[src/vertex_attribute_to_float_assert.svh]
// Assertion macros for the vertex attribute converter.
`ifndef VERTEX_ATTRIBUTE_TO_FLOAT_ASSERT_SVH
`define VERTEX_ATTRIBUTE_TO_FLOAT_ASSERT_SVH

// same-cycle implication
`define VATF_ASSERT_IMP(lbl, ante, cons, msg) \
    lbl: assert property (@(posedge i_clk) disable iff (!i_rst_n) (ante) |-> (cons)) \
        else $error(msg);

// next-cycle implication
`define VATF_ASSERT_NXT(lbl, ante, cons, msg) \
    lbl: assert property (@(posedge i_clk) disable iff (!i_rst_n) (ante) |=> (cons)) \
        else $error(msg);

`endif

[src/vatf_pkg.sv]
// Shared types and constants of the vertex attribute converter.
package vatf_pkg;

    localparam logic [2:0] FMT_S8  = 3'd0;
    localparam logic [2:0] FMT_U8  = 3'd1;
    localparam logic [2:0] FMT_S16 = 3'd2;
    localparam logic [2:0] FMT_U16 = 3'd3;
    localparam logic [2:0] FMT_S32 = 3'd4;
    localparam logic [2:0] FMT_U32 = 3'd5;
    localparam logic [2:0] FMT_F32 = 3'd6;
    localparam logic [2:0] FMT_RSV = 3'd7;

    typedef logic t_cfg_idx;
    localparam t_cfg_idx CFG_FORMAT = 1'b0;
    localparam t_cfg_idx CFG_NORM   = 1'b1;

    localparam logic [31:0] DIV_S8  = 32'd127;
    localparam logic [31:0] DIV_U8  = 32'd255;
    localparam logic [31:0] DIV_S16 = 32'd32767;
    localparam logic [31:0] DIV_U16 = 32'd65535;

    localparam logic [7:0] EXP_BIAS_M1 = 8'd126;
    localparam logic [7:0] EXP_ONE     = 8'd127;

    // unpacked word: value is 0.x * 2^e, sticky marks a nonzero tail past x
    typedef struct packed {
        logic        pass;
        logic        zero;
        logic        one;
        logic        neg;
        logic        sticky;
        logic [5:0]  e;
        logic [63:0] x;
        logic [31:0] raw;
    } t_stage1;

    typedef struct packed {
        logic        pass;
        logic [31:0] bits;
    } t_result;

endpackage

[src/vatf_if.sv]
// Stream interfaces for raw component words and binary32 result words.
interface vatf_in_if;
    logic        valid;
    logic        ready;
    logic [31:0] raw_component;
    modport source (output valid, output raw_component, input ready);
    modport sink   (input valid, input raw_component, output ready);
endinterface

interface vatf_out_if;
    logic        valid;
    logic        ready;
    logic [31:0] float_bits;
    modport source (output valid, output float_bits, input ready);
    modport sink   (input valid, input float_bits, output ready);
endinterface

[src/vatf_fp_pack.sv]
// Normalize, round to nearest even and pack stages (three register stages).
module vatf_fp_pack (
    input  logic              i_clk,
    input  logic              i_rst_n,
    input  logic              i_en,
    input  logic              i_valid,
    input  vatf_pkg::t_stage1 i_s,
    output logic              o_valid,
    output vatf_pkg::t_result o_res
);
    import vatf_pkg::*;

    logic    r_v2, r_v3, r_v4;
    t_stage1 r_s2, r_s3;
    logic [5:0] r_lz;
    logic [7:0] r_exp3;
    t_result r_res;

    logic [5:0] n_lz;
    logic       found;
    always_comb begin
        n_lz  = '0;
        found = 1'b0;
        for (int i = 63; i >= 0; i--) begin
            if (!found && i_s.x[i]) begin
                found = 1'b1;
                n_lz  = 6'(63 - i);
            end
        end
    end

    t_stage1 n_s3;
    always_comb begin
        n_s3   = r_s2;
        n_s3.x = r_s2.x << r_lz;
    end

    logic [23:0] mant;
    logic        guard, stk, up;
    logic [24:0] sum;
    logic [7:0]  exp_f;
    logic [22:0] frac;
    t_result     n_res;
    always_comb begin
        mant  = r_s3.x[63:40];
        guard = r_s3.x[39];
        stk   = (|r_s3.x[38:0]) | r_s3.sticky;
        up    = guard & (stk | mant[0]);
        sum   = {1'b0, mant} + {24'd0, up};
        exp_f = r_exp3 + {7'd0, sum[24]};
        frac  = sum[24] ? 23'd0 : sum[22:0];
        n_res.pass = r_s3.pass;
        if (r_s3.pass)
            n_res.bits = r_s3.raw;
        else if (r_s3.zero)
            n_res.bits = '0;
        else if (r_s3.one)
            n_res.bits = {r_s3.neg, EXP_ONE, 23'd0};
        else
            n_res.bits = {r_s3.neg, exp_f, frac};
    end

    always_ff @(posedge i_clk) begin
        if (!i_rst_n) begin
            r_v2 <= 1'b0;
            r_v3 <= 1'b0;
            r_v4 <= 1'b0;
        end else if (i_en) begin
            r_v2 <= i_valid;
            r_v3 <= r_v2;
            r_v4 <= r_v3;
        end
    end

    always_ff @(posedge i_clk) begin
        if (i_en) begin
            r_s2   <= i_s;
            r_lz   <= n_lz;
            r_s3   <= n_s3;
            r_exp3 <= {2'd0, r_s2.e} + EXP_BIAS_M1 - {2'd0, r_lz};
            r_res  <= n_res;
        end
    end

    assign o_valid = r_v4;
    assign o_res   = r_res;

endmodule

[src/vertex_attribute_to_float.sv]
// Top level: vertex attribute component word to IEEE binary32 converter.
//
//   channel   dir  payload                 notes
//   i_in      in   raw_component [31:0]    one word per item
//   o_out     out  float_bits    [31:0]    one word per input word
//   i_cfg_*   in   format / normalize      write only while idle
//
// Four register stages: unpack, leading-zero count, shift, round/pack.
// One word per cycle sustained while o_out is ready.
// A stall on o_out freezes every stage; nothing is dropped or repeated.
// Synchronous active-low reset empties the pipe and sets format float32,
// normalize off.
module vertex_attribute_to_float (
    input  logic               i_clk,
    input  logic               i_rst_n,
    input  logic               i_cfg_we,
    input  vatf_pkg::t_cfg_idx i_cfg_idx,
    input  logic [2:0]         i_cfg_wdata,
    vatf_in_if.sink            i_in,
    vatf_out_if.source         o_out
);
    import vatf_pkg::*;

    `include "vertex_attribute_to_float_assert.svh"

    logic [2:0] r_fmt;
    logic       r_norm;
    logic       r_v1;
    t_stage1    r_s1, n_s1;
    logic       w_en;
    logic       w_v4;
    t_result    w_res;

    always_ff @(posedge i_clk) begin
        if (!i_rst_n) begin
            r_fmt  <= FMT_F32;
            r_norm <= 1'b0;
        end else if (i_cfg_we) begin
            unique case (i_cfg_idx)
                CFG_FORMAT: r_fmt  <= i_cfg_wdata;
                CFG_NORM:   r_norm <= i_cfg_wdata[0];
                default:    ;
            endcase
        end
    end

    assign w_en       = !w_v4 || o_out.ready;
    assign i_in.ready = w_en;

    logic [31:0] v, mask, mag, div;
    logic        sgn, neg, narrow;
    logic [69:0] rep7;
    logic [74:0] rep15;
    always_comb begin
        v      = '0;
        mask   = '1;
        sgn    = 1'b0;
        div    = DIV_U16;
        narrow = 1'b0;
        case (r_fmt) inside
            FMT_S8, FMT_U8: begin
                v      = {24'd0, i_in.raw_component[7:0]};
                mask   = 32'h0000_00FF;
                sgn    = i_in.raw_component[7];
                narrow = 1'b1;
            end
            FMT_S16, FMT_U16: begin
                v      = {16'd0, i_in.raw_component[15:0]};
                mask   = 32'h0000_FFFF;
                sgn    = i_in.raw_component[15];
                narrow = 1'b1;
            end
            default: begin
                v   = i_in.raw_component;
                sgn = i_in.raw_component[31];
            end
        endcase
        case (r_fmt)
            FMT_S8:  div = DIV_S8;
            FMT_U8:  div = DIV_U8;
            FMT_S16: div = DIV_S16;
            default: div = DIV_U16;
        endcase
        neg  = sgn && !r_fmt[0] && (r_fmt < FMT_F32);
        mag  = neg ? ((~v + 32'd1) & mask) : v;
        rep7  = {10{mag[6:0]}};
        rep15 = {5{mag[14:0]}};

        n_s1.pass   = (r_fmt == FMT_F32) || (r_fmt == FMT_RSV);
        n_s1.zero   = (mag == 32'd0);
        n_s1.neg    = neg;
        n_s1.raw    = i_in.raw_component;
        n_s1.one    = 1'b0;
        n_s1.sticky = 1'b0;
        n_s1.e      = 6'd32;
        n_s1.x      = {mag, 32'd0};
        if (r_norm && narrow) begin
            // m/(2^n-1) for m below the divisor is m repeated in n-bit blocks
            n_s1.one    = (mag >= div);
            n_s1.sticky = 1'b1;
            n_s1.e      = 6'd0;
            case (r_fmt)
                FMT_S8:  n_s1.x = rep7[69:6];
                FMT_U8:  n_s1.x = {8{mag[7:0]}};
                FMT_S16: n_s1.x = rep15[74:11];
                default: n_s1.x = {4{mag[15:0]}};
            endcase
        end else if (r_norm && r_fmt == FMT_S32) begin
            n_s1.e = 6'd1;      // divisor rounds to 2^31
        end else if (r_norm && r_fmt == FMT_U32) begin
            n_s1.e = 6'd0;      // divisor rounds to 2^32
        end
    end

    always_ff @(posedge i_clk) begin
        if (!i_rst_n)
            r_v1 <= 1'b0;
        else if (w_en)
            r_v1 <= i_in.valid;
    end

    always_ff @(posedge i_clk) begin
        if (w_en)
            r_s1 <= n_s1;
    end

    vatf_fp_pack u_pack (
        .i_clk   (i_clk),
        .i_rst_n (i_rst_n),
        .i_en    (w_en),
        .i_valid (r_v1),
        .i_s     (r_s1),
        .o_valid (w_v4),
        .o_res   (w_res)
    );

    assign o_out.valid      = w_v4;
    assign o_out.float_bits = w_res.bits;

    `VATF_ASSERT_IMP(a_no_inf_nan, o_out.valid && !w_res.pass, o_out.float_bits[30:23] != 8'hFF, "converted word has all-ones exponent")
    `VATF_ASSERT_IMP(a_nonzero_word, r_v1 && !r_s1.pass && !r_s1.zero && !r_s1.one, r_s1.x != 64'd0, "nonzero magnitude lost in unpack")
    `VATF_ASSERT_IMP(a_one_not_zero, r_v1 && r_s1.one, !r_s1.zero, "unit and zero flags both set")
    `VATF_ASSERT_NXT(a_stall_holds, r_v1 && !w_en, r_v1 && $stable(r_s1), "stage one changed under stall")

endmodule

[src/flat_wrapper.sv]
// flat-port wrapper written by rule: the top's interface ports become plain ports
module vertex_attribute_to_float_flat import vatf_pkg::*;
  (i_clk, i_rst_n, i_cfg_we, i_cfg_idx, i_cfg_wdata, i_in_valid, i_in_raw_component, i_in_ready, o_out_valid, o_out_float_bits, o_out_ready);
  vatf_in_if i_in_i ();
  vatf_out_if o_out_i ();
  input  logic i_clk;
  input  logic i_rst_n;
  input  logic i_cfg_we;
  input  vatf_pkg::t_cfg_idx i_cfg_idx;
  input  logic [2:0] i_cfg_wdata;
  input wire logic [$bits(i_in_i.valid)-1:0] i_in_valid;
  input wire logic [$bits(i_in_i.raw_component)-1:0] i_in_raw_component;
  output wire logic [$bits(i_in_i.ready)-1:0] i_in_ready;
  output wire logic [$bits(o_out_i.valid)-1:0] o_out_valid;
  output wire logic [$bits(o_out_i.float_bits)-1:0] o_out_float_bits;
  input wire logic [$bits(o_out_i.ready)-1:0] o_out_ready;
  assign i_in_i.valid = i_in_valid;
  assign i_in_i.raw_component = i_in_raw_component;
  assign i_in_ready = i_in_i.ready;
  assign o_out_valid = o_out_i.valid;
  assign o_out_float_bits = o_out_i.float_bits;
  assign o_out_i.ready = o_out_ready;
  vertex_attribute_to_float u_core (.i_clk(i_clk), .i_rst_n(i_rst_n), .i_cfg_we(i_cfg_we), .i_cfg_idx(i_cfg_idx), .i_cfg_wdata(i_cfg_wdata), .i_in(i_in_i), .o_out(o_out_i));
endmodule
[config.mk]
export PLATFORM = sky130hd
export DESIGN_NAME = vertex_attribute_to_float_flat
export DESIGN_NICKNAME = d
export VERILOG_FILES = /design/src/vatf_pkg.sv /design/src/vatf_if.sv /design/src/vatf_fp_pack.sv /design/src/vertex_attribute_to_float.sv /design/src/flat_wrapper.sv
export VERILOG_INCLUDE_DIRS = /design/src /design/src/src
export SDC_FILE = /design/constraint.sdc
export NUM_CORES = 1
export LEC_CHECK = 0
export ABC_AREA = 0
export BUFFER_PORTS_ARGS = -buffer_cell sky130_fd_sc_hd__buf_2
export CORE_MARGIN = 3
export CORE_UTILIZATION = 40
export CTS_CLUSTER_SIZE = 16
export DETAILED_ROUTE_END_ITERATION = 10
export PLACE_DENSITY = 0.68
export SLEW_MARGIN = 5
export SYNTH_ARGS = -nofsm -noshare
export SYNTH_HDL_FRONTEND = slang
export SYNTH_SLANG_ARGS = --single-unit
[constraint.sdc]
create_clock -name i_clk -period 15.04 [get_ports i_clk]
set_clock_uncertainty 0.1 [all_clocks]
set_input_delay 3.008 -clock i_clk [delete_from_list [all_inputs] [get_ports i_clk]]
set_output_delay 3.008 -clock i_clk [all_outputs]
set_load 0.02 [all_outputs]
* After elaboration in Yosys (flattened, before gate mapping) *
Cells that the tools add are included.

cells by class
  $add $sub $neg = 5
  $lt $le $gt $ge = 2
  equality and inequality tests = 7
  shift operators = 1
  multiplexer cells = 144
  bitwise operators = 6
  reduce and logical (&&, ||, !) cells = 148

operators by type and width
  cell                                                              number
  32-bit two-way mux                                                7
  64-bit one-hot mux with 3 select lines                            1
  6-bit two-way mux                                                 31
  5-bit two-way mux                                                 16
  1-bit two-way mux                                                 71
  1-bit logical AND                                                 68
  1-bit zero test                                                   65
  64-bit two-way mux                                                1
  64-bit by 6-bit left shift with 64-bit output                     1
  16-bit one-hot mux with 3 select lines                            1
  39-bit OR reduction                                               1
  32-bit by 1-bit adder with 32-bit output (second input constant)  1
  32-bit bitwise AND                                                1
  32-bit by 16-bit >= comparator with 1-bit output                  1
  32-bit zero test                                                  1
  4-bit two-way mux                                                 8
  32-bit inverter                                                   1
  32-bit OR reduction                                               1
  31-bit two-way mux                                                1
  24-bit by 1-bit adder with 25-bit output                          1
  23-bit two-way mux                                                1
  16-bit OR reduction                                               1
  3-bit == test (second input constant)                             4
  3-bit two-way mux                                                 4
  16 further kinds                                                  24

word-level totals
  flip-flop bits (word level) = 369
  input bits = 41
  output and inout port bits = 34
  logic and storage cells = 352

* Depth between registers and ports, before layout *
Gate-level depths: netlist of the first run.

  word-level depth = 190
  mapped depth = 16
  depth with buffers taken out = 14

* By module *
From an unflattened synthesis of the first run, not the netlist that was laid out.

unflattened totals
  cells, all modules = 1,772
  area total of the unflattened synthesis = 20,025.5 um^2

modules (own cells, without submodules)
  module                     times used  cells an instance  area each (um^2)  sequential area each (um^2)
  vatf_fp_pack               1           1,185              13,997.2          7,717.4
  vertex_attribute_to_float  1           587                6,028.3           3,193.1

* Worst setup path after synthesis of the first run *
Ideal clock, no wire load.

  kind = input to output
  start = input o_out_ready
  end = output i_in_ready
  arrival = 12.940 ns
  required time = 11.932 ns
  path slack = -1.008 ns
  cell stages on the path = 2
  buffers on the path = 1
  path through = nand2b_1 -> clkbuf_1

between the ends
  cells in the longest elaborated chain, start to end = 1

ends and longest elaborated chain
  element             line                             source
  start: declaration  flat_wrapper.sv:16               input wire logic [$bits(o_out_i.ready)-1:0] o_out_ready;
  1-bit logical OR    vertex_attribute_to_float.sv:47  assign w_en = !w_v4 || o_out.ready;
  end: declaration    flat_wrapper.sv:13               output wire logic [$bits(i_in_i.ready)-1:0] i_in_ready;

No other way between the ends.

* Worst setup path in the final report of the first run *
  start = input i_in_raw_component[0]
  end = register u_core.r_s1[104] (netlist bit), data pin

between the ends
  cells in the longest elaborated chain, start to end = 7

ends and longest elaborated chain
  element                                               line                              source
  start: declaration                                    flat_wrapper.sv:12                input wire logic [$bits(i_in_i.raw_component)-1:0] i_in_raw_component;
  32-bit two-way mux                                    vertex_attribute_to_float.sv:60   case (r_fmt) inside
  32-bit two-way mux (*)                                vertex_attribute_to_float.sv:60
  32-bit inverter                                       vertex_attribute_to_float.sv:85   mag = neg ? ((~v + 32'd1) & mask) : v;
  32-bit by 1-bit adder with 32-bit output              vertex_attribute_to_float.sv:85
  32-bit bitwise AND                                    vertex_attribute_to_float.sv:85
  32-bit two-way mux (*)                                vertex_attribute_to_float.sv:85
  32-bit by 16-bit >= comparator with 1-bit output (*)  vertex_attribute_to_float.sv:99   n_s1.one = (mag >= div);
  end signal: assignment                                vertex_attribute_to_float.sv:124  r_s1 <= n_s1;
  end: declaration                                      vertex_attribute_to_float.sv:29   t_stage1 r_s1, n_s1;

Every way passes the cells marked *; elsewhere a longest branch is shown, timed or not.
A chain may end at the register's enable or synchronous reset.

==> results of run 1 <==
sequential cells by signal, indices dropped and copies added, names as in the netlist, 6 cells and up:
signal                cells
u_core.u_pack.r_lz        6
u_core.r_s1             103
u_core.u_pack.r_exp3      8
u_core.u_pack.r_s2       64
u_core.u_pack.r_s3       75
u_core.u_pack.o_res      32
u_core.u_pack.n_s3       39
u_core.u_pack.mant       24
metrics by stage:
| step | instance area [µm²] | total power, mW | utilization, % | hold slack (ps) |
|---|---|---|---|---|
| floorplan | 19400 | 1.73 | - | 300 |
| global placement | 20400 | 1.90 | 42.6 | 300 |
| detailed placement | 20400 | 1.91 | 42.6 | 305 |
| CTS | 21700 | 2.88 | 45.3 | 319 |
| global route | 21700 | 2.99 | 45.3 | 319 |
| finish | 21700 | 2.87 | 45.3 | 318 |
where the power goes:
| group | switching (mW) | internal [mW] |
|---|---|---|
| Combinational | 0.344 | 0.228 |
| Clock | 0.398 | 0.573 |
| Sequential | 0.0805 | 1.25 |
path summary, 6_finish.rpt:
kind / from / slack [ps] / to
max reg2reg: u_core.r_fmt[2] / 10000 / u_core.r_s1[104]
min reg2reg: u_core.r_s1[24] / 320 / u_core.u_pack.n_s3[24]
max: i_in_raw_component[0] / 8060 / u_core.r_s1[104]
min: u_core.r_s1[24] / 320 / u_core.u_pack.n_s3[24]
cell usage after synthesis, types with 14 or more instances:
library cell	number
sky130_fd_sc_hd__edfxtp_1	353
sky130_fd_sc_hd__nand2_1	261
sky130_fd_sc_hd__nor2_1	175
sky130_fd_sc_hd__o21ai_0	115
sky130_fd_sc_hd__a21oi_1	83
sky130_fd_sc_hd__clkbuf_1	76
sky130_fd_sc_hd__mux4_2	58
sky130_fd_sc_hd__mux2i_1	47
sky130_fd_sc_hd__nor3_1	34
sky130_fd_sc_hd__a31oi_1	33
sky130_fd_sc_hd__nor4_1	32
sky130_fd_sc_hd__inv_1	29
sky130_fd_sc_hd__o22ai_1	28
sky130_fd_sc_hd__nand3_1	25
sky130_fd_sc_hd__xor2_1	23
sky130_fd_sc_hd__mux2_2	22
sky130_fd_sc_hd__ha_1	21
sky130_fd_sc_hd__or3_1	19
sky130_fd_sc_hd__nor2b_1	18
sky130_fd_sc_hd__and2_1	17
sky130_fd_sc_hd__xnor2_1	17
sky130_fd_sc_hd__nand4_1	16
sky130_fd_sc_hd__and3_1	14
layout by cell type (no fill, tap or decap), types with 13 or more instances in the layout:
cell type / instances
sky130_fd_sc_hd__a211oi_1: 13
sky130_fd_sc_hd__buf_2: 74
sky130_fd_sc_hd__o21ai_0: 115
sky130_fd_sc_hd__nand3_1: 25
sky130_fd_sc_hd__inv_1: 28
sky130_fd_sc_hd__mux4_2: 58
sky130_fd_sc_hd__nor2_1: 175
sky130_fd_sc_hd__nor2b_1: 18
sky130_fd_sc_hd__a31oi_1: 33
sky130_fd_sc_hd__a21oi_1: 83
sky130_fd_sc_hd__and2_1: 17
sky130_fd_sc_hd__and3_1: 14
sky130_fd_sc_hd__mux2_2: 22
sky130_fd_sc_hd__buf_4: 17
sky130_fd_sc_hd__edfxtp_1: 353
sky130_fd_sc_hd__nand2_1: 261
sky130_fd_sc_hd__xor2_1: 23
sky130_fd_sc_hd__clkbuf_16: 39
sky130_fd_sc_hd__nand4_1: 16
sky130_fd_sc_hd__or3_1: 19
sky130_fd_sc_hd__ha_1: 21
sky130_fd_sc_hd__mux2i_1: 47
sky130_fd_sc_hd__nor4_1: 32
sky130_fd_sc_hd__nor3_1: 34
sky130_fd_sc_hd__xnor2_1: 17
sky130_fd_sc_hd__o22ai_1: 28
cell type report:
type / count / area [µm²]
inverters: 35 / 131
repair buffers: 92 / 518
well taps: 615 / 769
flip-flops and latches: 361 / 10800
multi-input cells: 1239 / 8190
clock buffers: 47 / 1010
diodes: 1 / 2.50
fillers: 4369 / 26200
clock inverters: 24 / 305
metal layers:
layer  vias up  track usage (%)  wire (µm)
met5         -                0         27
met4         4             8.66       2380
met3       160             3.08       3730
met2       698             32.2      24200
met1      7001             29.6      23500
li1       6668                -          -
kinds of logic (layout without fill, tap and decap cells):
logic type	count (synthesis)	in the layout	synth area share, %
AND/OR/NAND/NOR	664	664	15.7
AO/OA/AOI/OAI	384	384	12.5
flip-flops	361	361	55.3
buffers and inverters	134	198	2.66
multiplexers	127	127	10.4
XOR/XNOR	42	42	1.97
adder cells (fa/ha/maj)	22	22	1.45
other	0	1	0
==> results.txt, run 1 <==
For the worst setup path, the data required time is 15340 ps. The critical path class is in -> reg. For the via count of the first global-routing pass, the log shows 13.9k. After synthesis, the share of flip-flops with an asynchronous set or reset is 0%.

The height of the chip is 227 µm, and the clock buffer count from CTS is 39. The number of buffers and inverters on the critical path came out at 2. The tools report the total wirelength of the detailed-routed design as 53.8 mm.

The largest net degree at the start of global routing was 202. In this run, placement finished with an instance count of 2342. The synthesized netlist net count was 1797; the number of iterations in the first detailed-routing pass was 7. Timing would allow up to 143 MHz.

In this design, the largest share of critical-path delay is due to simple AND/OR/NAND/NOR gates. The final standard cell count with taps included and fillers excluded was 2414; the maximum fanout encountered on the critical timing path was 11. Power per cell area: 132 nW/µm². Share of cells above drive strength 1: 14.1%. The via density per instance was 6.02; the minimum period implied by the final worst setup slack was 6980 ps.

The total of endpoints with negative setup slack in the final report is 0. The logs give 0 for the count of hold-fix buffers inserted at cts and 7280 ps for the data arrival time of the critical path. The first global-routing pass estimated 82.3 mm of wire. At the end of routability-driven placement, the weighted congestion stood at 0.982.

Kind of start point of the critical path: an input port. The initial antenna violation count is 4, and the max-capacitance violation count is 0. The number of synthesized register bits is 361, and the buffer levels on the longest clock path is 3. The H-tree depth came out at 2. The wire length per cell was 22.3 µm; the number of instances in the synthesized netlist was 1734. The half-perimeter wire length after placement is 39.6 mm, and the area of the mapped netlist is 19400 µm².

The worst setup path is captured at a register. The count of final max-slew check failures is 0. Counting instances, the worst hold path has a depth of 0. The tools report the clock sink total as 361.

Type of the tightest min-delay check: reg -> reg. The clock slew at the register clock pins of the worst setup and hold paths works out to 70 ps. For the number of warning messages in the yosys log, the log shows 0. For the antenna violation net count after detailed routing, the log shows 0. Across the VDD grid, the largest voltage drop is 0.0000775 V.

The floorplan has 80 rows. Clock tree synthesis selected as its root buffer the cell sky130_fd_sc_hd__clkbuf_16. The proportion of netlist area held by the largest area contributor is 54.5%, and the leakage power total is 8.26 nW. For the number of ports placed on the die boundary, the log shows 75.

The commonest register cell after synthesis is sky130_fd_sc_hd__edfxtp_1. After synthesis, the mean cell area works out to 11.2 µm². By area the synthesized netlist is led by sky130_fd_sc_hd__edfxtp_1, sky130_fd_sc_hd__mux4_2, sky130_fd_sc_hd__nand2_1. The netlist uses 81 different library cells.

Setup slack on the critical path of the routed design comes to 8060 ps. The core region is 47800 µm². Clock latency on the worst-skew pair, taken at its later pin, is 550 ps.

The transition time at the pin with the least slew margin came out at 1090 ps. Setup repair after global routing left no endpoint under its margin. For this run, design rule violations remaining after detail routing come to 0. The number of enable flip-flop cells after synthesis came out at 353. For the routed via count, the log shows 14.5k.

Cell type contributing the most total cell area after synthesis: sky130_fd_sc_hd__edfxtp_1. From synthesis to final layout, the design area changed by 11.5%. The critical path runs through a total of 14 cells. The count of buffers inserted at the top-level ports was 74; the number of nets in the layout was 1831. In this run, post-CTS repair resized a total of 0 instances. After synthesis, flip-flops and latches occupy 55.3% of the total area. The critical path goes through buf_2 > inv_1 > ha_1 > or4b_2 > nor2_1 > o21ai_0 > a21oi_1 > ha_1 > nand4_1 > nor3_1 > nand4_1 > or4_1 > o311ai_0 > o31a_1. The final critical path takes up 46.4% of the cycle. Timing analysis after detailed placement gives a worst setup slack of 7670 ps. For the final hold violation count, the log shows 0. Total global-route track usage: 20.8%. The depth of the most critical reg-to-reg path came out at 13.

The total negative slack was 0 ps; the longest individual stage delay on the worst path was 630 ps. The flow ran to the end, and the final reports show no timing, DRC or antenna violations. In this run, the number of DRC markers left after iteration 0 of detailed routing was 1847.

The floorplan step defined a die boundary enclosing 51300 µm². The critical-path cell with the highest stage delay is sky130_fd_sc_hd__or4b_2. The worst slew margin relative to its limit was 27.2%.

After clock tree synthesis, the setup repair step added 0 buffers. TritonCTS built the clock tree. The initial utilization of the core area, before any placement, comes to 40.6%. For this run the aggregate overflow at the end of global routing stands at 0. From left edge to right edge, the die measures 227 µm.
Note: power is estimated with default switching activity, not from simulation.
==> run 2: changes to the inputs <==
--- a/config.mk
+++ b/config.mk
@@ -12,7 +12,7 @@
 export CORE_UTILIZATION = 40
 export CTS_CLUSTER_SIZE = 16
 export DETAILED_ROUTE_END_ITERATION = 10
-export PLACE_DENSITY = 0.68
+export PLACE_DENSITY = 0.66
 export SLEW_MARGIN = 5
 export SYNTH_ARGS = -nofsm -noshare
 export SYNTH_HDL_FRONTEND = slang
==> constraint.sdc (replaced) <==
create_clock -name i_clk -period 7.3 [get_ports i_clk]
set_clock_uncertainty 0.1 [all_clocks]
set_input_delay 1.46 -clock i_clk [delete_from_list [all_inputs] [get_ports i_clk]]
set_output_delay 1.46 -clock i_clk [all_outputs]
set_load 0.02 [all_outputs]
==> results.txt, run 2 (synthesized netlist as in run 1, its figures left out) <==
The net switching power came out at 1.71 mW (+110%). The wire length per cell is 23.0 µm (+3.2%), and the post-detailed-route DRC marker count is 0 (unchanged). The run gives 7650 ps (-7690 ps) as the worst endpoint required time. The switching fraction of total power works out to 28.8% (+0.19 points).

STA classifies the critical path endpoint as a register. The power per cell area was 274 nW/µm² (+110%); the highest attainable clock frequency was 192 MHz. The buffer levels on the longest clock path is 3 (unchanged), and the register cell area after layout is 10800 µm² (unchanged).

The logs give 40.6% (unchanged) for the initial standard-cell utilization of the core and 1556 (-16%) for the DRC violation total after the first TritonRoute iteration. The logs give 34.0% (+0.2 points) for the proportion of power drawn by the clock network and 47800 µm² (unchanged) for the area inside the core boundary. Number of ports placed on the die boundary: 75 (unchanged).

The largest register by flop count is u_core.r_s1. The maximum fanout encountered on the critical timing path was 11 (unchanged). The run gives 14.5k (-0.25%) as the routed via count. The number of placed cells counting well taps came out at 2346 (+0.17%).

The overall overflow remaining after global route is 0 (unchanged), and the final hold violation count is 0 (unchanged). The total wirelength of the detailed-routed design was 55.7 mm (+3.5%). The via count of the first global-routing pass was 13.8k (-0.30%).

The height of the chip was 227 µm (unchanged). Cell-internal power: 4.23 mW (+110%). The library cell used most frequently in the layout, excluding fill and tap cells, is sky130_fd_sc_hd__edfxtp_1. The share of cells above drive strength 1 works out to 14.4% (+0.34 points).

TritonCTS built the clock tree. The total of fill cells in the finished design came out at 4408 (+0.89%). The largest net degree at the start of global routing is 87 (-57%), and the clock slew at the register clock pins of the worst setup and hold paths is 60 ps (about the same). The horizontal die dimension is 227 µm (unchanged). The buffer cell driving the clock tree root was sky130_fd_sc_hd__clkbuf_16. The logs give 46.1% (-0.2 points) for the sequential share of power and 361 (unchanged) for the clock sink total.

In the layout the commonest cells are sky130_fd_sc_hd__edfxtp_1, sky130_fd_sc_hd__nand2_1, sky130_fd_sc_hd__nor2_1. Number of nets in the layout: 1836 (+0.27%). The max-capacitance violation count came out at 0 (unchanged).

The worst setup path is launched from an input port. The tools report the worst slew margin relative to its limit as 26.8% (-0.33 points). The count of buffers inserted at the top-level ports is 74 (unchanged), and the leakage power total is 8.28 nW (+0.20%). Subtracting the final worst setup slack from the clock period gives 5210 ps. The data arrival time of the critical path came out at 5560 ps (-1720 ps).

The type of the tightest min-delay check is reg -> reg. The worst path uses 71.4% of the clock period. The logs give 0.000153 V (+97%) for the worst ir drop on vdd and 80 (unchanged) for the number of rows created at floorplan.

The tools report the total negative slack as 0 ps (unchanged). For the combined area of the multi-input logic cells, the log shows 8190 µm² (unchanged). Count of final max-slew check failures: 0 (unchanged). Setup repair after global routing left no endpoint under its margin. The area of the die is 51300 µm² (unchanged), and the total global-route track usage is 21.7% (+0.91 points). The latest clock arrival within the worst-skew pair was 580 ps (+30 ps); the final standard cell count with taps included and fillers excluded was 2419 (+0.21%). The internal reg-to-reg setup slack is 2660 ps (-7340 ps). The flow ran to the end, and the final reports show no timing, DRC or antenna violations.

The placer's final routability congestion estimate is 0.941 (-4.1%), and the post-cts sizing count is 0 (unchanged). For the total of endpoints with negative setup slack in the final report, the log shows 0 (unchanged). The critical path is of the in -> reg type.

The number of iterations in the first detailed-routing pass was 6 (-1); the clock buffer count from CTS was 40 (+2.6%). Antenna violation net count after detailed routing: 0 (unchanged). The half-perimeter wire length after placement is 41.1 mm (+3.8%), and the count of hold-fix buffers inserted at cts is 0 (unchanged). The number of flip-flops under the largest register name is 103 (unchanged), and the H-tree depth is 2 (unchanged). The largest registers in the layout are u_core.r_s1 x103, u_core.u_pack.r_s3 x75, u_core.u_pack.r_s2 x64. The via density per instance is 5.99 (-0.46%), and the worst hold margin is 315 ps (-2.90 ps). The run gives 2 (-2) as the initial antenna violation count. The tools report the number of inserted diodes as 0 (-1). The wire length of the first global-routing pass came out at 84.9 mm (+3.2%). The transition time at the pin with the least slew margin was 1100 ps (+4.97 ps); the combinational power share was 19.9% (about the same). Compared with the post-synthesis result, the final layout area differs by 11.6%.

The run gives 0 (unchanged) as the number of setup buffers added after CTS.
[run 2: cell count changes in the layout (fill, tap and decap cells not counted), sizes merged]
cell / delta
clkinvlp: +1
diode: -1
clkbuf: +2
bufinv: -1
buf: +4
[run 2: worst max-delay path, stage by stage]
cell and delay [ps]:
sky130_fd_sc_hd__buf_2 220, sky130_fd_sc_hd__inv_1 240, sky130_fd_sc_hd__ha_1 360, sky130_fd_sc_hd__or4b_2 650, sky130_fd_sc_hd__nor2_1 130, sky130_fd_sc_hd__o21ai_0 90, sky130_fd_sc_hd__a21oi_1 650, sky130_fd_sc_hd__ha_1 260
sky130_fd_sc_hd__nand4_1 70, sky130_fd_sc_hd__nor3_1 280, sky130_fd_sc_hd__nand4_1 120, sky130_fd_sc_hd__or4_1 400, sky130_fd_sc_hd__o311ai_0 420, sky130_fd_sc_hd__o31a_1 190
[run 2: final timing paths]
kind                    startpoint                    end  cells past startpoint
max          i_in_raw_component[0]       u_core.r_s1[104]                     14
min          u_core.u_pack.n_s3[0]  u_core.u_pack.r_s3[0]                      0
max reg2reg        u_core.r_fmt[2]       u_core.r_s1[104]                     11
min reg2reg  u_core.u_pack.n_s3[0]  u_core.u_pack.r_s3[0]                      0
[run 2: layout make-up]
class | instances | area share, %
inverter | 35 | 0.605
timing repair buffer | 96 | 2.47
clock buffer | 49 | 4.87
multi-input combinational | 1239 | 37.7
clock inverter | 24 | 1.21
tap | 615 | 3.55
sequential | 361 | 49.6
[run 2: routing by layer]
metal	up-vias	wire (µm)	global-route usage, %
met2	577	25700	34.6
li1	6671	-	-
met3	127	3190	3.44
met4	2	2310	8.64
met5	-	15	0
met1	7117	24500	30.0
[run 2: per-stage QoR]
| stage | setup WS [ps] | util, % | total power [mW] | instance area, µm² |
|---|---|---|---|---|
| floorplan | 1610 | - | 3.55 | 19500 |
| global placement | 1560 | 42.6 | 3.93 | 20400 |
| detailed placement | 1530 | 42.6 | 3.95 | 20400 |
| CTS | 2150 | 45.4 | 5.97 | 21700 |
| global route | 1730 | 45.4 | 6.20 | 21700 |
| finish | 2090 | 45.4 | 5.94 | 21700 |
[run 2: power groups by stage]
stage	combinational [mW]	clock, mW	sequential, mW
finish	1.18	2.02	2.73
global route	1.29	2.15	2.77
CTS	1.18	2.06	2.74
floorplan	0.793	0	2.76
detailed placement	1.17	0	2.78
global placement	1.17	0	2.76
==> run 3: changes to the inputs <==
--- a/config.mk
+++ b/config.mk
@@ -6,13 +6,13 @@
 export SDC_FILE = /design/constraint.sdc
 export NUM_CORES = 1
 export LEC_CHECK = 0
-export ABC_AREA = 0
+export ABC_AREA = 1
 export BUFFER_PORTS_ARGS = -buffer_cell sky130_fd_sc_hd__buf_2
 export CORE_MARGIN = 3
 export CORE_UTILIZATION = 40
 export CTS_CLUSTER_SIZE = 16
 export DETAILED_ROUTE_END_ITERATION = 10
-export PLACE_DENSITY = 0.66
+export PLACE_DENSITY = 0.68
 export SLEW_MARGIN = 5
 export SYNTH_ARGS = -nofsm -noshare
 export SYNTH_HDL_FRONTEND = slang
==> constraint.sdc (replaced) <==
create_clock -name i_clk -period 4.2 [get_ports i_clk]
set_clock_uncertainty 0.1 [all_clocks]
set_input_delay 0.84 -clock i_clk [delete_from_list [all_inputs] [get_ports i_clk]]
set_output_delay 0.84 -clock i_clk [all_outputs]
set_load 0.02 [all_outputs]
==> results.txt, run 3 <==
The min-delay analysis places its worst path in the category reg -> reg. For the initial antenna violation count, the log shows 2 (unchanged). Share of flip-flops with an asynchronous set or reset after synthesis: 0% (unchanged). TritonCTS built the clock tree.

The worst setup path is launched from a register. Sorting the synthesized cells by area gives the leading types as sky130_fd_sc_hd__edfxtp_1, sky130_fd_sc_hd__nand2_1, sky130_fd_sc_hd__o21ai_0. The area inside the core boundary came out at 47100 µm² (-1.5%).

The switching fraction of total power is 32.6% (+3.8 points). The worst endpoint required time was 4410 ps (-3240 ps). The most frequently used cell type in the post-synthesis netlist is sky130_fd_sc_hd__nand2_1. Leaving out fill and tap cells, the most frequent cell in the layout is sky130_fd_sc_hd__nand2_1. The run gives 6 (+6) as the total of endpoints with negative setup slack in the final report.

The mean cell area of the mapped netlist was 9.16 µm² (-18%). The tree is rooted in a sky130_fd_sc_hd__clkbuf_16. The worst ir drop on vdd is 0.000299 V (+96%), and the mux cell area share after synthesis is 1.81% (-8.6 points). Overall overflow remaining after global route: 0 (unchanged). The number of flip-flops under the largest register name is 103 (unchanged). The xor and xnor fraction of the mapped netlist area was 0.680% (-1.3 points); the proportion of netlist area held by the largest area contributor was 54.9% (+0.36 points). Static timing analysis puts the maximum clock frequency at 212 MHz.

The run gives 3 (unchanged) as the buffer levels on the longest clock path. Fraction of the mapped netlist area in compound gates: 12.2% (-0.31 points). The flow ran to the end, but the final reports show violations. The tools report the wire length of the first global-routing pass as 85.5 mm (+0.74%).

The commonest register cell after synthesis is sky130_fd_sc_hd__edfxtp_1. Height of the chip: 226 µm (-0.32%). The via count of the first global-routing pass was 15.0k (+8.7%); the share of synthesized area occupied by flip-flops and latches was 55.7% (+0.37 points). The data arrival time of the critical path was 4930 ps (-630 ps); the adder and majority gate portion of the synthesized area was 1.46% (+0.0096 points).

The leakage power total is 9.84 nW (+19%). The met2 usage in global routing was 34.5% (-0.072 points); the clock buffer count from CTS was 37 (-7.5%). The number of rows created at floorplan is 79 (-1.3%), and the pre-CTS setup slack is -624 ps (-2150 ps). The via density per instance works out to 5.47 (-8.7%). The top cell types in the final layout, fill and taps aside, are sky130_fd_sc_hd__nand2_1, sky130_fd_sc_hd__edfxtp_1, sky130_fd_sc_hd__o21ai_0. The tools report the number of instances in the synthesized netlist as 2109 (+22%).

Subtracting the final worst setup slack from the clock period gives 4720 ps. Setup repair after global routing could not meet its margin everywhere. Critical path class: reg -> reg. The wire length per cell works out to 19.1 µm (-17%).

The run gives 2348 (+28%) as the number of nets in the layout. The checks that failed: negative setup slack. For the cell-internal power, the log shows 7.23 mW (+71%). The run gives 0 (unchanged) as the post-detailed-route DRC marker count.

The antenna violation net count after detailed routing is 0 (unchanged). The routing usage on met1 was 30.8% (+0.77 points); the number of enable flip-flop cells after synthesis was 353 (unchanged). The tools report the met3 global-route usage as 2.21% (-1.2 points).

The tools report the kind of end point of the critical path as a register. The net switching power is 3.50 mW (+100%), and the total global-route track usage is 21.6% (-0.083 points). After synthesis, the most frequently instantiated cells are sky130_fd_sc_hd__nand2_1, sky130_fd_sc_hd__edfxtp_1, sky130_fd_sc_hd__o21ai_0, sky130_fd_sc_hd__inv_1, sky130_fd_sc_hd__nor2_1. Power per cell area: 473 nW/µm² (+73%). The critical-path cell with the highest stage delay is sky130_fd_sc_hd__edfxtp_1.

The DRC violation total after the first TritonRoute iteration is 1821 (+17%). For the number of iterations in the first detailed-routing pass, the log shows 6 (unchanged). The transition time at the pin with the least slew margin was 1190 ps (+97.0 ps).

The tools report the total of fill cells in the finished design as 4303 (-2.4%). The share of cells above drive strength 1 is 15.3% (+0.89 points). The unique cell type count in the Yosys netlist is 49 (-40%). Among the stages of the critical path, the cell type that occurs most often is sky130_fd_sc_hd__nor2_4. The sequential share of power was 46.0% (about the same).

In this run the most used layer during global routing was met2. Final hold violation count: 0 (unchanged). For the worst hold margin, the log shows 317 ps (+2.20 ps). The initial standard-cell utilization of the core was 41.0% (+0.33 points); the total power after layout was 10.7 mW (+81%). The largest net degree at the start of global routing came out at 128 (+47%). The number of ports placed on the die boundary is 75 (unchanged), and the area of the mapped netlist is 19300 µm² (-0.66%). Cell type contributing the most total cell area after synthesis: sky130_fd_sc_hd__edfxtp_1. The longest individual stage delay on the worst path was 410 ps (-240 ps); the worst slew margin relative to its limit was 20.3% (-6.6 points). The proportion of power drawn by the clock network was 29.2% (-4.8 points); the worst setup margin was -522 ps (-2610 ps). The maximum fanout encountered on the critical timing path was 3 (-8).

The clock sink total came out at 361 (unchanged). The run gives 560 ps (-20 ps) as the latest clock arrival within the worst-skew pair. For the synthesized netlist net count, the log shows 2172 (+21%). The largest register by flop count was u_core.r_s1.

Final period utilization: 112%. In the final layout, the registers with the most flip-flops are u_core.r_s1 x103, u_core.u_pack.r_s3 x75, u_core.u_pack.r_s2 x64. The logs give 0 (unchanged) for the max-capacitance violation count and 51000 µm² (-0.64%) for the area of the die.

The count of hold-fix buffers inserted at cts came out at 0 (unchanged). After synthesis, the largest family of logic cells by area is simple AND/OR/NAND/NOR gates. The run gives 41.6 mm (+1.2%) as the half-perimeter wire length after placement. The number of warning messages in the yosys log was 0 (unchanged); the routed via count was 16.0k (+10%). The count of buffers inserted at the top-level ports was 74 (unchanged); the horizontal die dimension was 226 µm (-0.32%).

The clock slew at the register clock pins of the worst setup and hold paths was 60 ps (about the same); the number of synthesized register bits was 361 (unchanged). The tools report the placer's final routability congestion estimate as 0.942 (about the same). H-tree depth: 2 (unchanged). The total wirelength of the detailed-routed design was 55.9 mm (+0.29%); the area growth from synthesis to final layout was 17.5%. The basic-gate share of the synthesized area counting and, or, nand and nor cells was 21.9% (+6.2 points). The combinational power share was 24.8% (+4.9 points).

Count of final max-slew check failures: 0 (unchanged).
run 3: changes by cell type after synthesis, moves of 22 or more:
| cell | before | now |
|---|---|---|
| sky130_fd_sc_hd__mux2_2 | 22 | 0 |
| sky130_fd_sc_hd__a21oi_1 | 83 | 48 |
| sky130_fd_sc_hd__o21ai_0 | 115 | 241 |
| sky130_fd_sc_hd__mux4_2 | 58 | 0 |
| sky130_fd_sc_hd__inv_1 | 29 | 223 |
| sky130_fd_sc_hd__nand3_1 | 25 | 161 |
| sky130_fd_sc_hd__nand2_1 | 261 | 478 |
| sky130_fd_sc_hd__o22ai_1 | 28 | 4 |
run 3: cell families (layout without fill, tap and decap cells):
family | Yosys count | count (layout)
AOI/OAI and AO/OA | 406 | 406
xor gates and xnor gates | 15 | 15
adders and majority gates | 22 | 22
buffers and inverters | 324 | 528
DFF | 361 | 361
muxes | 35 | 35
other | 0 | 1
and+or+nand+nor | 946 | 946
run 3: power groups by stage:
stage / registers (mW) / logic (mW) / clock network (mW)
after floorplan: 5.01 / 1.58 / 0
after global placement: 4.97 / 2.48 / 0
after detailed placement: 4.99 / 2.50 / 0
after CTS: 4.92 / 2.59 / 3.20
after global routing: 4.99 / 2.98 / 3.35
final: 4.93 / 2.67 / 3.13
run 3: cell type report:
type	count	area, µm²	share of cell area [%]
multi-input cells	1424	7560	33.3
clock inverters	24	211	0.931
inverters	227	856	3.77
flip-flops and latches	361	10800	47.4
diodes	1	2.50	0.0110
clock buffers	43	948	4.18
repair buffers	234	1610	7.10
well taps	607	759	3.34
run 3: worst paths after layout:
kind                                 startpoint                endpoint  slack, ps  cells past startpoint
worst max-delay path            u_core.r_s1[93]   u_core.u_pack.r_lz[0]       -520                     34
worst min-delay path            u_core.r_s1[26]  u_core.u_pack.n_s3[26]        320                      0
worst max register to register  u_core.r_s1[93]   u_core.u_pack.r_lz[0]       -520                     34
worst min register to register  u_core.r_s1[26]  u_core.u_pack.n_s3[26]        320                      0
run 3: critical path: cells and delay by family, from the launching register on:
kind	cells	cell delay, ps
DFF	1	410
and+or+nand+nor	33	3910
buffers and inverters	1	40
run 3: through the flow:
step / instance area (µm²) / utilization [%] / cells / TNS [ps]
global placement: 20900 / 44.3 / 2790 / -1500
CTS: 22500 / 47.7 / 2910 / -2500
floorplan: 19300 / - / 2109 / -950600
global route: 22700 / 48.2 / 2920 / -4510
detailed placement: 20900 / 44.3 / 2790 / -3730
finish: 22700 / 48.2 / 2921 / -2760
run 3: per-layer routing:
layer | vias to the layer above | wire (µm)
li1 | 7731 | -
met5 | - | 0
met4 | 0 | 2000
met2 | 593 | 25600
met3 | 129 | 3310
met1 | 7518 | 24900
run 3: timing repair:
action                     in CTS  in global routing
hold endpoints to repair        0                  0
setup buffers                  54                 12
resized for setup               8                 34
pin swaps                       2                 12
setup endpoints to repair       6                 15
